`src/hdl/grl_pkg.sv`:
```
// shared constants, codes and types of the glyph run layout core
`timescale 1ns / 1ps
`default_nettype none
package grl_pkg;

  localparam int GLYPH_COUNT      = 256;
  localparam int ATLAS_COORD_BITS = 12;
  localparam int INDEX_BITS       = $clog2(GLYPH_COUNT);
  localparam int CODE_BITS        = 8;
  localparam int X_BITS           = ATLAS_COORD_BITS + 1;

  localparam int PEN_BITS   = 15;
  localparam int LINE_BITS  = 16;
  localparam int ADV_BITS   = 9;
  localparam int OFS_BITS   = 12;
  localparam int PROD_BITS  = 27;

  localparam logic [PEN_BITS-1:0]  PEN_MAX  = '1;
  localparam logic [LINE_BITS-1:0] LINE_MAX = '1;

  // floor(x / 5) for x below 2048 as (x * 52429) >> 18
  localparam logic [15:0] DIV5_MUL   = 16'd52429;
  localparam int          DIV5_SHIFT = 18;

  localparam logic [CODE_BITS-1:0] NEWLINE_CODE = 8'd10;

  localparam logic [1:0] MODE_LOAD  = 2'd0;
  localparam logic [1:0] MODE_PLACE = 2'd1;
  localparam logic [1:0] MODE_END   = 2'd2;

  localparam logic [1:0] OP_GLYPH   = 2'd0;
  localparam logic [1:0] OP_NEWLINE = 2'd1;
  localparam logic [1:0] OP_END     = 2'd2;

  localparam logic KIND_PLACE  = 1'b0;
  localparam logic KIND_REPORT = 1'b1;

  localparam logic CFG_BASELINE_ROW = 1'b0;
  localparam logic CFG_TOP_OFFSET   = 1'b1;

  localparam logic [7:0] BASELINE_ROW_RESET = 8'd35;
  localparam logic [7:0] TOP_OFFSET_RESET   = 8'd5;

  localparam int QUEUE_DEPTH = 4;
  localparam int QPTR_BITS   = $clog2(QUEUE_DEPTH);

  typedef struct packed {
    logic [X_BITS-1:0]           x;
    logic [ATLAS_COORD_BITS-1:0] y;
    logic [7:0]                  w;
    logic [7:0]                  h;
    logic [8:0]                  b;
    logic [ADV_BITS-1:0]         adv;
  } entry_t;

  localparam entry_t ENTRY_ABSENT = '{x: '1, y: '0, w: '0, h: '0, b: '0, adv: '0};

  typedef struct packed {
    logic [1:0]          op;
    logic [12:0]         src_x;
    logic [11:0]         src_y;
    logic [7:0]          w;
    logic [7:0]          h;
    logic [ADV_BITS-1:0] adv;
    logic [OFS_BITS-1:0] ofs;
    logic [7:0]          nl_h;
  } work_t;

endpackage
`default_nettype wire

```
`src/hdl/grl_queue.sv`:
```
// short request queue between the front and back parts
`timescale 1ns / 1ps
`default_nettype none
module grl_queue (
  input  wire logic           clk,
  input  wire logic           rst,
  input  wire logic           push_valid,
  output logic                push_ready,
  input  wire grl_pkg::work_t push_item,
  output logic                pop_valid,
  input  wire logic           pop_ready,
  output grl_pkg::work_t      pop_item
);

  grl_pkg::work_t                slots [grl_pkg::QUEUE_DEPTH];
  logic [grl_pkg::QPTR_BITS-1:0] wr_ptr;
  logic [grl_pkg::QPTR_BITS-1:0] rd_ptr;
  logic [grl_pkg::QPTR_BITS:0]   count;
  logic                          do_push;
  logic                          do_pop;

  assign push_ready = count != (grl_pkg::QPTR_BITS+1)'(grl_pkg::QUEUE_DEPTH);
  assign pop_valid  = count != '0;
  assign pop_item   = slots[rd_ptr];
  assign do_push    = push_valid && push_ready;
  assign do_pop     = pop_valid && pop_ready;

  always_ff @(posedge clk) begin
    if (rst) begin
      wr_ptr <= '0;
      rd_ptr <= '0;
      count  <= '0;
    end else begin
      if (do_push) wr_ptr <= wr_ptr + 1'b1;
      if (do_pop) rd_ptr <= rd_ptr + 1'b1;
      if (do_push && !do_pop) count <= count + 1'b1;
      else if (do_pop && !do_push) count <= count - 1'b1;
    end
  end

  always_ff @(posedge clk) begin
    if (do_push) slots[wr_ptr] <= push_item;
  end

endmodule
`default_nettype wire

```
`config.mk`:
```
export PLATFORM = sky130hd
export DESIGN_NAME = grl_queue
export DESIGN_NICKNAME = d
export VERILOG_FILES = /design/src/hdl/grl_pkg.sv /design/src/hdl/grl_queue.sv
export SDC_FILE = /design/constraint.sdc
export NUM_CORES = 1
export LEC_CHECK = 0
export BUFFER_PORTS_ARGS = -buffer_cell sky130_fd_sc_hd__buf_2
export CORE_UTILIZATION = 37
export CTS_BUF_LIST = sky130_fd_sc_hd__clkbuf_8
export CTS_CLUSTER_DIAMETER = 40
export DETAILED_ROUTE_END_ITERATION = 7
export GPL_ROUTABILITY_DRIVEN = 1
export PLACE_DENSITY = 0.56
export SYNTH_ARGS = -nofsm -noshare
export SYNTH_HDL_FRONTEND = slang
export SYNTH_SLANG_ARGS = --single-unit
```
`constraint.sdc`:
```
create_clock -name clk -period 7.5 [get_ports clk]
set_input_delay 0.75 -clock clk [delete_from_list [all_inputs] [get_ports clk]]
set_output_delay 0.75 -clock clk [all_outputs]
set_load 0.01 [all_outputs]
```
==> key figures <==
Setup path
  • CP endpoint kind: output pin
  • Worst R2R Setup Slack: 4930 ps
  • R2R Path End: slots[1][45]$_DFFE_PP_
  • Crit path DAT: 2990 ps
  • Setup Crit Path Kind: reg -> out
  • CP Launch Type: flop
  • Reg2Reg Depth: 4
  • Crit Reg-Reg Startpoint: count[0]$_SDFFE_PP0P_
  • CP Max Fanout: 40
  • Req. time, crit path: 6750 ps

GRT
  • First-pass GRT wire length: 30900 um
  • Overflow after GRT: 0
  • Initial antenna violation count: 3
  • Total track usage: 13.5%
  • Number of global-route vias before repair: 5564
  • Largest net degree at the start of global routing: 73

Yosys
  • Synth Area per Inst: 25.8 sq um
  • Synth warn: 0
  • Sequential area share after synthesis: 80.8%
  • #FFs+latches synth: 297
  • Synth cell types: 24
  • Syn Nets: 506
  • Post-Synthesis Cells: 424
  • Synthesized area: 10900 sq um

STA
  • Endpoints failing hold: 0
  • Fin crit share: 49.8%
  • Final max-slew violation count: 0
  • Slew @ Worst Pin: 1110 ps
  • Peak Freq: 0.268 GHz
  • # setup viols final: 0
  • Hold_ws: 416 ps
  • Clk_skew: 27.4 ps
  • RSZ-0062 raised after global routing: false
  • Fin Setup TNS: 0 ps
  • Worst rel slew slack: 25.7%
  • Fin crit period: 3740 ps

Layout
  • Area growth from synthesis to layout: 18.5%
  • Final Util: 44.9%
  • Storage cell area: 8840 sq um
  • Filler cells: 2506
  • Layout cells sized above 1: 45.5%
  • Multi-input logic area: 1910 sq um
  • Final net count: 696

Power
  • Pwr dens: 337 nW/um^2
  • Leakage: 4.39 nW
  • Overall power: 4.37 mW
  • Worst vdd ir: 0.000245 V

Route
  • Routed vias/inst: 4.77
  • Drt drc: 0
  • Avg WL per Cell: 19.5 um
  • 1st-pass router iterations: 4
  • Vias post-DR: 4932
  • Final WL: 20200 um
  • Iteration-0 DRC Markers: 228
  • ANT nets after route: 0

Die
  • Die ar.: 30200 sq um
  • Placeable Area: 28900 sq um
  • Number of cell rows: 62
  • Die height: 174 um
  • Die width: 174 um
  • IO Pins: 150
  • Initial Util: 37.9%

Worst hold path
  • Hold path endpoint: slots[2][60]$_DFFE_PP_
  • Hold Startpoint: push_item[60]
  • Hold Crit Depth: 1
  • Hold Crit Class: in -> reg

Clocking
  • Inserted Clock Buffers: 51
  • Post-CTS setup buffers: 0
  • CTS resizes: 0
  • Clock-pin transition on the worst setup and hold timing paths: 60 ps
  • H-tree depth: 2
  • Bufs on Longest Clock Path: 3
  • CTS tree: built
  • Worst-Skew Late Latency: 550 ps
  • Root Driver: clkbuf_8
  • CTS Sinks: 297
  • CTS Hold Buffers Added: 0

Placement
  • Hpwl dp: 11300 um
  • IO Port Bufs: 149
  • Placer congestion estimate: 0.651

Job
  • Max-cap viol count: 0

Status
  • Outcome: finished clean
[registers in the layout (all words and copies together) (netlist names), named ones only]
name / flops
count: 3
rd_ptr: 2
slots: 288
wr_ptr: 2
[how the worst max path moves through the flow]
| stage | startpoint | endpoint |
|---|---|---|
| final | flop | pop_item[2] |
| after global routing | flop | pop_item[2] |
| after CTS | flop | pop_item[2] |
| after detailed placement | flop | pop_item[2] |
| after global placement | flop | pop_item[2] |
| after floorplan | push_valid | slots[0][0]$_DFFE_PP_ |
[area by class of cell]
class	instances	share of cell area, %
Antenna cell	2	0.0386
Clock buffer	53	5.63
Clock inverter	34	1.53
Inverter	3	0.0869
Multi-Input combinational cell	107	14.7
Sequential cell	297	68.2
Tap cell	384	3.71
Timing Repair Buffer	154	6.05
[Yosys cell counts]
library cell	count	area share [%]
xor2_1	4	0.32
mux2i_1	2	0.18
fa_1	1	0.18
clkbuf_1	2	0.069
or3_1	2	0.11
nand2_1	1	0.034
and2_1	4	0.23
mux2_2	1	0.10
edfxtp_1	288	79
buf_6	1	0.10
inv_1	3	0.10
buf_2	7	0.32
a21oi_1	1	0.046
dfxtp_1	9	1.6
nor2_1	8	0.27
o31ai_1	1	0.069
ha_1	5	0.57
nand2b_1	2	0.11
a21boi_2	1	0.10
buf_12	7	1.3
o21ai_0	1	0.046
mux4_1	2	0.48
o311ai_0	1	0.080
mux4_2	70	14
[cells by family (layout without fill, tap and decap cells)]
logic type	after synthesis	in the layout	share of synthesized area (%)
DFF	297	297	80.8
muxes	75	75	15.2
buffers and inverters	20	244	1.88
and+or+nand+nor	17	17	0.767
adders and majority gates	6	6	0.755
AOI/OAI and AO/OA	5	5	0.343
xor gates and xnor gates	4	4	0.320
other	0	2	0
[placed cells by master (no fill, tap or decap), drive strengths merged, types with 2 or more instances in the layout]
master,Yosys,layout
and2,4,4
buf,15,154
bufinv,0,2
clkbuf,2,53
clkinv,0,17
dfxtp,9,9
diode,0,2
edfxtp,288,288
ha,5,5
inv,3,18
mux2i,2,2
mux4,72,72
nand2b,2,2
nor2,8,8
or3,2,2
xor2,4,4
[worst max-delay path, cell delays in order, from the launching register on]
cell     delay, ps
dfxtp_4        810
buf_4          750
mux4_2         630
buf_2          160
[metal layers]
metal	wire length, um	global-route usage (%)	up-vias	share of wire, %
met5	17	0	-	0.084
met4	310	4.17	2	1.5
met3	1460	4.55	32	7.2
met2	10000	22.8	148	50
met1	8370	16.4	2554	41
li1	-	-	2196	-
[power by group]
part | leakage (nW) | switching, mW | internal [mW]
clock | 0.535 | 0.602 | 0.719
sequential | 2.71 | 0.121 | 2.02
combinational | 1.14 | 0.447 | 0.463
total | 4.39 | 1.17 | 3.20
[per-stage QoR]
stage / setup slack (ps) / cells / instance area (sq um)
2_1_floorplan: 4320 / 424 / 10900
3_3_place_gp: 4250 / 945 / 12000
3_5_place_dp: 4240 / 945 / 12000
4_1_cts: 3630 / 1032 / 12900
5_1_grt: 3490 / 1032 / 12900
6_report: 3760 / 1034 / 13000
(Power assumes the default switching activity.)
