--- src/hdl/grl_pkg.sv ---
// shared constants, codes and types of the glyph run layout core
`timescale 1ns / 1ps
`default_nettype none
package grl_pkg;

  localparam int GLYPH_COUNT      = 256;
  localparam int ATLAS_COORD_BITS = 12;
  localparam int INDEX_BITS       = $clog2(GLYPH_COUNT);
  localparam int CODE_BITS        = 8;
  localparam int X_BITS           = ATLAS_COORD_BITS + 1;

  localparam int PEN_BITS   = 15;
  localparam int LINE_BITS  = 16;
  localparam int ADV_BITS   = 9;
  localparam int OFS_BITS   = 12;
  localparam int PROD_BITS  = 27;

  localparam logic [PEN_BITS-1:0]  PEN_MAX  = '1;
  localparam logic [LINE_BITS-1:0] LINE_MAX = '1;

  // floor(x / 5) for x below 2048 as (x * 52429) >> 18
  localparam logic [15:0] DIV5_MUL   = 16'd52429;
  localparam int          DIV5_SHIFT = 18;

  localparam logic [CODE_BITS-1:0] NEWLINE_CODE = 8'd10;

  localparam logic [1:0] MODE_LOAD  = 2'd0;
  localparam logic [1:0] MODE_PLACE = 2'd1;
  localparam logic [1:0] MODE_END   = 2'd2;

  localparam logic [1:0] OP_GLYPH   = 2'd0;
  localparam logic [1:0] OP_NEWLINE = 2'd1;
  localparam logic [1:0] OP_END     = 2'd2;

  localparam logic KIND_PLACE  = 1'b0;
  localparam logic KIND_REPORT = 1'b1;

  localparam logic CFG_BASELINE_ROW = 1'b0;
  localparam logic CFG_TOP_OFFSET   = 1'b1;

  localparam logic [7:0] BASELINE_ROW_RESET = 8'd35;
  localparam logic [7:0] TOP_OFFSET_RESET   = 8'd5;

  localparam int QUEUE_DEPTH = 4;
  localparam int QPTR_BITS   = $clog2(QUEUE_DEPTH);

  typedef struct packed {
    logic [X_BITS-1:0]           x;
    logic [ATLAS_COORD_BITS-1:0] y;
    logic [7:0]                  w;
    logic [7:0]                  h;
    logic [8:0]                  b;
    logic [ADV_BITS-1:0]         adv;
  } entry_t;

  localparam entry_t ENTRY_ABSENT = '{x: '1, y: '0, w: '0, h: '0, b: '0, adv: '0};

  typedef struct packed {
    logic [1:0]          op;
    logic [12:0]         src_x;
    logic [11:0]         src_y;
    logic [7:0]          w;
    logic [7:0]          h;
    logic [ADV_BITS-1:0] adv;
    logic [OFS_BITS-1:0] ofs;
    logic [7:0]          nl_h;
  } work_t;

endpackage
`default_nettype wire

--- src/hdl/grl_back.sv ---
// back part: pen state, saturation and the registered result
`timescale 1ns / 1ps
`default_nettype none
module grl_back (
  input  wire logic           clk,
  input  wire logic           rst,
  input  wire logic           q_valid,
  output logic                q_ready,
  input  wire grl_pkg::work_t q_item,
  output logic                out_valid,
  input  wire logic           out_ready,
  output logic                kind,
  output logic signed [12:0]  src_x,
  output logic [11:0]         src_y,
  output logic [7:0]          box_width,
  output logic [7:0]          box_height,
  output logic [14:0]         dst_x,
  output logic signed [16:0]  dst_y,
  output logic [14:0]         total_width,
  output logic [15:0]         total_height
);

  logic [grl_pkg::PEN_BITS-1:0]  pen_x;
  logic [grl_pkg::PEN_BITS-1:0]  pen_y;
  logic [grl_pkg::PEN_BITS-1:0]  widest_line;
  logic [grl_pkg::LINE_BITS-1:0] line_count;

  logic                          take;
  logic [grl_pkg::PEN_BITS:0]    px_sum;
  logic [grl_pkg::PEN_BITS:0]    py_sum;
  logic [grl_pkg::PEN_BITS-1:0]  pen_x_next;
  logic [grl_pkg::PEN_BITS-1:0]  pen_y_next;
  logic [grl_pkg::PEN_BITS-1:0]  wmax;
  logic [grl_pkg::LINE_BITS-1:0] line_count_next;
  logic [23:0]                   th;
  logic [15:0]                   th_sat;
  logic [16:0]                   dst_y_next;

  assign q_ready = !out_valid || out_ready;
  assign take    = q_valid && q_ready;

  assign px_sum     = {1'b0, pen_x} + (grl_pkg::PEN_BITS+1)'(q_item.adv);
  assign pen_x_next = px_sum[grl_pkg::PEN_BITS] ? grl_pkg::PEN_MAX
                                                : px_sum[grl_pkg::PEN_BITS-1:0];
  assign py_sum     = {1'b0, pen_y} + (grl_pkg::PEN_BITS+1)'(q_item.nl_h);
  assign pen_y_next = py_sum[grl_pkg::PEN_BITS] ? grl_pkg::PEN_MAX
                                                : py_sum[grl_pkg::PEN_BITS-1:0];
  assign wmax       = (pen_x > widest_line) ? pen_x : widest_line;
  assign line_count_next = (line_count == grl_pkg::LINE_MAX) ? line_count
                                                             : line_count + 1'b1;
  assign th     = 24'(line_count) * 24'(q_item.nl_h);
  assign th_sat = (|th[23:16]) ? 16'hffff : th[15:0];
  assign dst_y_next = 17'(pen_y) + {{(17-grl_pkg::OFS_BITS){q_item.ofs[grl_pkg::OFS_BITS-1]}},
                                    q_item.ofs};

  always_ff @(posedge clk) begin
    if (rst) begin
      out_valid   <= 1'b0;
      pen_x       <= '0;
      pen_y       <= '0;
      widest_line <= '0;
      line_count  <= grl_pkg::LINE_BITS'(1);
    end else begin
      if (take) begin
        unique case (q_item.op)
          grl_pkg::OP_GLYPH: begin
            out_valid <= 1'b1;
            pen_x     <= pen_x_next;
          end
          grl_pkg::OP_NEWLINE: begin
            out_valid   <= 1'b0;
            widest_line <= wmax;
            pen_x       <= '0;
            pen_y       <= pen_y_next;
            line_count  <= line_count_next;
          end
          grl_pkg::OP_END: begin
            out_valid   <= 1'b1;
            pen_x       <= '0;
            pen_y       <= '0;
            widest_line <= '0;
            line_count  <= grl_pkg::LINE_BITS'(1);
          end
          default: begin
            out_valid <= 1'b0;
          end
        endcase
      end else if (out_valid && out_ready) begin
        out_valid <= 1'b0;
      end
    end
  end

  always_ff @(posedge clk) begin
    if (take) begin
      case (q_item.op)
        grl_pkg::OP_GLYPH: begin
          kind         <= grl_pkg::KIND_PLACE;
          src_x        <= q_item.src_x;
          src_y        <= q_item.src_y;
          box_width    <= q_item.w;
          box_height   <= q_item.h;
          dst_x        <= pen_x;
          dst_y        <= dst_y_next;
          total_width  <= '0;
          total_height <= '0;
        end
        grl_pkg::OP_END: begin
          kind         <= grl_pkg::KIND_REPORT;
          src_x        <= '0;
          src_y        <= '0;
          box_width    <= '0;
          box_height   <= '0;
          dst_x        <= '0;
          dst_y        <= '0;
          total_width  <= wmax;
          total_height <= th_sat;
        end
        default: begin
          kind         <= grl_pkg::KIND_PLACE;
          src_x        <= '0;
          src_y        <= '0;
          box_width    <= '0;
          box_height   <= '0;
          dst_x        <= '0;
          dst_y        <= '0;
          total_width  <= '0;
          total_height <= '0;
        end
      endcase
    end
  end

endmodule
`default_nettype wire

--- config.mk ---
export PLATFORM = sky130hd
export DESIGN_NAME = grl_back
export DESIGN_NICKNAME = d
export VERILOG_FILES = /design/src/hdl/grl_pkg.sv /design/src/hdl/grl_back.sv
export SDC_FILE = /design/constraint.sdc
export NUM_CORES = 1
export LEC_CHECK = 0
export ABC_AREA = 0
export BUFFER_PORTS_ARGS = -buffer_cell sky130_fd_sc_hd__buf_2
export CAP_MARGIN = 20
export CORE_ASPECT_RATIO = 1.5
export CORE_UTILIZATION = 55
export DETAILED_ROUTE_END_ITERATION = 16
export PLACE_DENSITY = 0.82
export SYNTH_ARGS = -nofsm -noshare
export SYNTH_HDL_FRONTEND = slang
export SYNTH_SLANG_ARGS = --single-unit
--- constraint.sdc ---
create_clock -name clk -period 6.3 [get_ports clk]
set_clock_uncertainty 0.05 [all_clocks]
set_input_delay 0.315 -clock clk [delete_from_list [all_inputs] [get_ports clk]]
set_output_delay 0.315 -clock clk [all_outputs]
set_load 0.05 [all_outputs]
==> results.toml, run 1 <==
[place]
portBuffers = 182
dp.cells = 1719
gp_congestion = 0.953
placed_area_um2 = 13700
dp_hpwl_um = 22100

[logic_synthesis]
ys.flop_type = "edfxtp_1"
synth_area_um2 = 12700
synth_edf_count = 105
ys_seq_area_share_pct = 34.6
yosysUniqueCellTypes = 70
syn_inst = 1318
avgSynthCellArea_um2 = 9.63
yosys_register_bits = 167
async_reset_ff_share_pct = 0
syn_nets = 1578
yosys_warnings = 0

[sta]
post-route-period-util_pct = 87.4
finalCriticalPeriod_ns = 5.50
setup-tns-final_ns = 0
tightest_slew_ns = 1.06
setup_viol = 0
max_freq_mhz = 182
slew_headroom_pct = 29.3
hold_violations = 0
rsz0062_at_grt = "no"
finalMaxSlewViolations = 0

[clocking]
cts-resized-gates = 0
clock_path_buffers = 2
cts_tree = "done"
clock_latency_ns = 0.43
clockRootBuffer = "clkbuf_16"
clock-sinks = 167
h-tree-depth = 4
cts_setup_buffers = 0
numCtsBuffers = 17
cts-hold-fix-buffers = 0
path_clk_slew_ns = 0.07

[floorplanning]
die_height_um = 188
start_util_pct = 56.5
die_area_um2 = 23700
fp-row-count = 67
coreArea_um2 = 22500
io-pin-count = 183
die_x_um = 126

[job]
max_cap_viol_count = 0

[hold_path]
hp-class = "in -> reg"

[setup_path]
crit_type = "reg -> reg"
critPathMaxFanout = 12
path_delay_family = "adder cells"
crit_arrival_ns = 5.61
start_kind = "flip-flop"
worst-path-buf-inv = 3
endpoint_kind = "flip-flop"
cpMostUsedCell = "fa_1"
slowest_stage = "dfxtp_1"
crit_required_ns = 6.40
cpPeakStageDelay_ns = 0.55
cp_cell_sequence = "nand2_1 > fa_1 > fa_1 > inv_1 > fa_1 > inv_1 > fa_1 > inv_1 > ha_1 > a21oi_1 > o211ai_2 > nand4b_1 > a21oi_1 > o31a_1 > o31a_1 > nand2_1 > a41oi_1"

[global_route]
grt_pass1_wl_um = 47200
grt_pass1_vias = 10100
grtUsageTotal_pct = 24.9
grt_overflow_total = 0
grt_max_degree = 75
antenna_found_initial = 0

[route]
routed.top_layer = "met4"
postRouteAntennaNets = 0
drt_pass1_iterations = 5
drc = 0
wl_met1_um = 10600
wl_met3_um = 1480
vias_per_cell = 5.72
num_vias = 10000
drt-total-wl_um = 28900
route.met2.wl_um = 15400
drt_iter0_drc = 603
wl_per_cell_um = 16.5

[layout]
fillers = 1814
finalCoreUtilization_pct = 63.8
area_growth_pct = 12.9
final_nets = 1722
final_cells = 1751
drive_above_1_share_pct = 15.9
diodes = 0
final_cell_area_um2 = 14300

[outcome]
outcome = "complete, no violations"

[power_and_ir_drop]
p_total_uw = 2760
power.density_nw_per_um2 = 193
peakVddDrop_v = 0.000186
p_leak_uw = 0.00646
-- cell type report --
type / count / area (µm²) / share of cell area (%)
multi-input cells: 953 / 7550 / 52.7
repair buffers: 185 / 933 / 6.51
inverters: 138 / 520 / 3.63
flip-flops and latches: 167 / 4390 / 30.7
clock buffers: 19 / 454 / 3.17
clock inverters: 13 / 136 / 0.952
well taps: 276 / 345 / 2.41
-- cell families (layout without fill, tap and decap cells) --
group | Yosys count | count (layout) | synth area share [%]
xor+xnor | 43 | 43 | 2.97
buf+inv | 198 | 355 | 5.97
mux | 3 | 3 | 0.237
simple gates | 471 | 471 | 19.8
compound gates | 252 | 252 | 13.1
fa+ha+maj | 184 | 184 | 23.3
flops | 167 | 167 | 34.6
-- metrics by stage --
step,setup WS (ns),hold slack [ns]
floorplan,1.14,0.402
global placement,0.843,0.424
detailed placement,0.761,0.431
CTS,0.830,0.106
global route,0.404,0.113
finish,0.796,0.122
-- layout by cell type, fill, tap and decap left out, types with 4 or more instances in the layout --
master,Yosys,layout
buf_2,3,182
and2_1,166,166
inv_1,138,137
edfxtp_1,105,105
nor2_1,104,104
ha_1,97,96
fa_1,87,87
nand2_1,78,78
a21oi_1,72,72
dfxtp_1,62,62
o21ai_0,44,44
xnor2_1,26,26
nand3_1,24,24
nor3_1,18,18
a22oi_1,18,18
clkbuf_16,0,18
a21o_1,17,17
xor2_1,17,17
and3_1,13,13
a31oi_1,12,12
a211oi_1,12,12
o211ai_1,12,12
a41oi_1,12,12
or3_1,11,11
nand2b_1,10,10
nor2b_1,10,10
nand4_1,10,10
o21a_1,9,9
nor3b_1,6,6
o21bai_1,6,6
a21boi_0,5,5
inv_6,0,5
a221oi_1,4,4
and4_1,4,4
-- cell usage after synthesis, drive strengths merged, types with 19 or more instances --
master	instances	share of area [%]
a21oi	73	2.9
and2	166	8.2
clkbuf	54	1.6
dfxtp	62	9.8
edfxtp	105	25
fa	87	14
ha	97	9.6
inv	138	4.1
nand2	78	2.3
nand3	24	0.95
nor2	104	3.1
nor3	19	0.84
o21ai	47	1.9
xnor2	26	1.8
-- final timing paths --
check                                        end  cells past startpoint  slack, ns          start
worst max-delay path            total_height[15]                     17       0.80  line_count[0]
worst min-delay path                    src_y[0]                      2       0.12     q_item[45]
worst max register to register  total_height[15]                     17       0.80  line_count[0]
worst min register to register          pen_y[0]                      2       0.44       pen_y[0]
-- metal layers --
metal	GRT usage, %	vias up
met2	46.3	373
met4	14.7	0
met1	26.2	4760
met5	0	-
met3	3.82	86
li1	-	4797
-- power by group --
group          switching, µW  internal (µW)  total (µW)
clock                    453            581        1030
sequential              25.4           1210        1240
combinational            345            140         485
-- state kept, by name, summed over array words and instances, names as in the netlist --
signal        flops
dst_x            15
pen_x            15
kind              1
src_x            13
dst_y            17
src_y            12
out_valid         1
total_height     16
pen_y            15
widest_line      15
total_width      15
box_height        8
line_count       16
box_width         8
(Power assumes the default switching activity.)
==> run 2: changes to the inputs <==
ABC_AREA = 1   (was 0)
==> run 2 against run 1 <==
Combinational power rose to 4.0 times the previous value. Sequential cell count stayed put. Register-to-register slack better by 0.19 ns. Sequential power rose by 12%. Critical path type unchanged.
==> results.toml, run 2 <==
[outcome]
outcome = "complete, no violations"

[clocking]
numCtsBuffers = 17
cts-hold-fix-buffers = 0
cts-resized-gates = 0
clockRootBuffer = "clkbuf_16"
clock_path_buffers = 2
clock_latency_ns = 0.44
path_clk_slew_ns = 0.07
cts_tree = "done"
h-tree-depth = 4
clock-sinks = 167
cts_setup_buffers = 0

[layout]
drive_above_1_share_pct = 12.5
top_regs = "dst_y: 17 flops, line_count: 16 flops, total_height: 16 flops"
multi_input_area_um2 = 7560
final_nets = 2236
final_cell_mix = "nand2_1, inv_1, buf_2, a21oi_1, edfxtp_1"
seqCellArea_um2 = 4390
area_growth_pct = 12.6
fillers = 2090
final_cell_area_um2 = 15500
finalCoreUtilization_pct = 63.3
max_flop_register = "dst_y"
largest_reg_flops = 17
final_common_cell = "nand2_1"

[logic_synthesis]
synth_area_um2 = 13700
yosysUniqueCellTypes = 44
ys.flop_type = "edfxtp_1"
netlist_top_cells_area = "edfxtp_1, nand2_1, fa_1"
synth_top_area_cell = "edfxtp_1"
yosys_register_bits = 167
yosys_warnings = 0
yosysMostFrequentCell = "nand2_1"
synthTopCellsByCount = "nand2_1, inv_1, a21oi_1"
syn_inst = 1832
avgSynthCellArea_um2 = 7.50
async_reset_ff_share_pct = 0
syn_nets = 2092
synth_edf_count = 105
ys_seq_area_share_pct = 32.0
synth_top_area_share_pct = 23.0

[floorplanning]
coreArea_um2 = 24400
die_area_um2 = 25600
io-pin-count = 183
die_height_um = 196
start_util_pct = 56.2
fp-row-count = 70
die_x_um = 131

[global_route]
grt_max_degree = 66
antenna_found_initial = 2
grtUsageTotal_pct = 26.8
grt_pass1_wl_um = 53800
grt_overflow_total = 0
grt_pass1_vias = 11800

[place]
dp_hpwl_um = 26100
gp_congestion = 0.944
portBuffers = 182
placed_area_um2 = 14900

[setup_path]
crit_required_ns = 6.45
crit_arrival_ns = 5.47
crit_type = "reg -> reg"
start_kind = "flip-flop"
endpoint_kind = "flip-flop"
critPathMaxFanout = 16

[route]
vias_per_cell = 5.20
drt_iter0_drc = 691
postRouteAntennaNets = 0
wl_met3_um = 1730
wl_met1_um = 12200
drt_pass1_iterations = 7
wl_per_cell_um = 14.4
drc = 0
num_vias = 12000
route.met2.wl_um = 17500
routed.top_layer = "met4"
drt-total-wl_um = 33300

[sta]
fin_hold_ws_ns = 0.0825
finalMaxSlewViolations = 0
max_freq_mhz = 188
tightest_slew_ns = 0.966
setup-tns-final_ns = 0
post-route-period-util_pct = 84.3
slew_headroom_pct = 35.4
finalCriticalPeriod_ns = 5.31
setup_viol = 0
hold_violations = 0
rsz0062_at_grt = "no"

[power_and_ir_drop]
peakVddDrop_v = 0.000345
p_leak_uw = 0.00874
power.density_nw_per_um2 = 288

[hold_path]
hp-class = "in -> reg"

[job]
max_cap_viol_count = 0
-- run 2: changes by cell type after synthesis, sizes merged, moves of 13 or more --
cell	previous run	this run
nand3	24	101
a41oi	13	0
and3	13	0
and2	166	4
a22oi	18	0
nand2	78	535
a21o	17	4
nand3b	2	15
a21oi	73	117
xnor2	26	12
inv	138	406
-- run 2: through the flow --
| stage | std cells | setup slack, ns | total power (µW) |
|---|---|---|---|
| floorplan | 1832 | 1.27 | 2900 |
| global placement | 2281 | 1.04 | 3300 |
| detailed placement | 2281 | 1.01 | 3350 |
| CTS | 2313 | 0.977 | 4430 |
| global route | 2315 | 0.675 | 4720 |
| finish | 2315 | 0.986 | 4450 |
-- run 2: cell type report --
class / instances / share of cell area (%)
timing repair buffer: 189 / 6.23
multi-input combinational: 1194 / 48.9
clock buffer: 18 / 2.78
tap: 324 / 2.62
clock inverter: 14 / 1.17
antenna: 2 / 0.0324
sequential: 167 / 28.4
inverter: 407 / 9.88
-- run 2: worst paths after layout --
check | startpoint | to | slack (ns) | depth (start not counted)
setup / recovery | line_count[0] | total_height[14] | 0.99 | 22
hold / removal | q_item[29] | box_height[0] | 0.08 | 3
setup reg to reg | line_count[0] | total_height[14] | 0.99 | 22
hold reg to reg | widest_line[7] | widest_line[7] | 0.42 | 2
-- run 2: metal layers --
layer  vias up  track usage (%)
met1      5556             27.9
met2       448             49.5
met5         -                0
met3       125             3.21
met4         0             17.0
li1       5918                -
-- run 2: power breakdown --
part | leakage, µW | internal, µW | switching [µW]
clock | 0.000293 | 604 | 489
combinational | 0.00687 | 511 | 1450
sequential | 0.00158 | 1330 | 58.4
total | 0.00874 | 2450 | 2000
-- run 2: cell families (layout without fill, tap and decap cells) --
family	Yosys count	after routing	synth area share [%]
AOI/OAI and AO/OA	191	191	7.52
and+or+nand+nor	790	790	24.1
adders and majority gates	184	184	21.5
other	0	2	0
xor gates and xnor gates	29	29	1.85
buffers and inverters	471	628	13.1
DFF	167	167	32.0
-- run 2: worst max-delay path: stages (launching register included) --
cell and delay, ns:
dfxtp_1 0.66, nand2_1 0.15, fa_1 0.57, fa_1 0.56, inv_1 0.07, fa_1 0.54
inv_1 0.06, fa_1 0.52, inv_1 0.04, ha_1 0.34, nand2_1 0.13, nor2_2 0.14
nand3_1 0.14, nand2_2 0.14, nand2_2 0.06, nand2_1 0.05, nand2_1 0.05, nand2_1 0.07
nand3_2 0.11, nor2_4 0.34, nand3_1 0.12, nand2_1 0.08, inv_1 0.04
==> run 3: changes to the inputs <==
ABC_AREA = 0   (was 1)
clock period = 5.4 ns   (was 6.3 ns; I/O delays follow)
==> run 3 against run 2 <==
Cell count shrank 23%. Clock power grew 11%. Via count shrank 14%. Utilization grew 2.4 points.
==> results.toml, run 3 (synthesized netlist as in run 1, its figures left out) <==
[route]
drt_pass1_iterations = 5
drt_iter0_drc = 708
num_vias = 10300
postRouteAntennaNets = 0
drt-total-wl_um = 31300
wl_per_cell_um = 17.5
vias_per_cell = 5.79
drc = 0

[place]
dp.cells = 1753
dp_hpwl_um = 23700
gp_congestion = 0.945
pre_cts_ws_ns = -0.0430
portBuffers = 182

[layout]
area_growth_pct = 16.3
fillers = 1744
drive_above_1_share_pct = 20.1
final_common_cell = "buf_2"
diodes = 0
multi_input_area_um2 = 7660
top_regs = "dst_y: 17 flops, line_count: 16 flops, total_height: 16 flops"
largest_reg_flops = 17
final_nets = 1758
seqCellArea_um2 = 4420
final_cell_mix = "buf_2, and2_1, inv_1, edfxtp_1, nor2_1"
max_flop_register = "dst_y"
final_cells = 1787

[sta]
post-route-period-util_pct = 96.3
slew_headroom_pct = 31.3
setup_viol = 0
finalCriticalPeriod_ns = 5.20
max_freq_mhz = 192
rsz0062_at_grt = "yes"
fin_hold_ws_ns = 0.0577
hold_violations = 0
fin_ws_ns = 0.199
finalMaxSlewViolations = 0
tightest_slew_ns = 1.02

[clocking]
path_clk_slew_ns = 0.07
h-tree-depth = 4
numCtsBuffers = 17
clock_latency_ns = 0.45
cts_tree = "done"
clockRootBuffer = "clkbuf_16"
clock_path_buffers = 2
cts-hold-fix-buffers = 0
clock-sinks = 167

[floorplanning]
start_util_pct = 56.5
die_area_um2 = 23700
die_height_um = 188
fp-row-count = 67
coreArea_um2 = 22500
die_x_um = 126
io-pin-count = 183

[hold_path]
hp-class = "in -> reg"

[global_route]
antenna_found_initial = 0
grt_max_degree = 85
grt_pass1_wl_um = 50100
grt_overflow_total = 0
grtUsageTotal_pct = 26.9
grt_pass1_vias = 10300

[setup_path]
cpMostUsedCell = "fa_1"
path_delay_family = "adder cells"
critPathMaxFanout = 9
start_kind = "flip-flop"
cp_cell_sequence = "buf_4 > and2_1 > fa_1 > fa_1 > inv_1 > fa_1 > fa_1 > inv_1 > ha_4 > o211ai_1 > o211ai_2 > nand4b_1 > a2111oi_2 > buf_4 > a211oi_2 > nand3b_1 > nor4_4 > buf_6 > a41oi_1"
crit_arrival_ns = 5.42
crit_type = "reg -> reg"
endpoint_kind = "flip-flop"
cpPeakStageDelay_ns = 0.56
slowest_stage = "fa_1"
crit_required_ns = 5.62
worst-path-buf-inv = 5

[power_and_ir_drop]
peakVddDrop_v = 0.000237
power.density_nw_per_um2 = 220
p_leak_uw = 0.00665

[outcome]
outcome = "complete, no violations"

[job]
max_cap_viol_count = 0
run 3: cell count changes in the layout (fill, tap and decap cells not counted), moves of 13 or more:
cell,previous run,this run
buf_4,7,35
inv_1,403,137
a21o_1,4,17
a21oi_1,117,68
nor2_1,90,104
and3_1,0,13
nand3_1,98,24
dfxtp_1,62,47
a22oi_1,0,18
xnor2_1,12,26
and2_1,4,166
nand2_1,530,77
run 3: what timing repair did:
item / in CTS / in global routing
endpoints found under the hold margin: 0 / 0
setup endpoints to repair: 4 / 16
gates cloned: 0 / 1
pin swaps: 0 / 9
buffers inserted: 0 / 0
gates resized for setup: 2 / 39
run 3: where the power goes:
group	leakage (µW)	switching (µW)	total [µW]	internal (µW)
Sequential	0.00158	29.7	1440	1410
Combinational	0.00478	414	593	179
Clock	0.000291	561	1210	650
Total	0.00665	1010	3250	2240
run 3: worst reg2reg max path: cells and delay by family (launching register included):
kind / cells / cell delay [ns]
AND/OR/NAND/NOR: 4 / 0.63
flip-flops: 1 / 0.36
buffers and inverters: 5 / 0.60
AO/OA/AOI/OAI: 5 / 1.09
adder cells (fa/ha/maj): 5 / 2.30
run 3: final timing paths:
check	slack, ns	cells after the start	end	start
min reg2reg	0.43	2	pen_y[0]	pen_y[0]
max reg2reg	0.20	19	total_height[13]	line_count[2]
min	0.06	2	src_x[10]	q_item[67]
max	0.20	19	total_height[13]	line_count[2]
run 3: per-layer routing:
layer	vias up	routed length, µm	global-route usage [%]
li1	4888	-	-
met1	4974	11200	28.6
met2	376	16900	50.3
met3	100	1590	3.51
met4	0	1650	15.9
met5	-	0	0
run 3: stage by stage:
step | setup TNS, ns | power, µW | cell area [µm²] | util (%)
floorplan | 0 | 1890 | 12700 | -
global placement | 0 | 2030 | 14000 | 62.3
detailed placement | -0.0806 | 2050 | 14000 | 62.3
CTS | 0 | 3240 | 14600 | 65.0
global route | -0.248 | 3360 | 14800 | 65.7
finish | 0 | 3250 | 14800 | 65.7
run 3: area by class of cell:
cell class / instances / area share [%]
inverters: 138 / 3.53
well taps: 276 / 2.34
repair buffers: 220 / 8.26
flip-flops and latches: 167 / 30.0
multi-input cells: 954 / 51.9
clock buffers: 19 / 3.14
clock inverters: 13 / 0.856
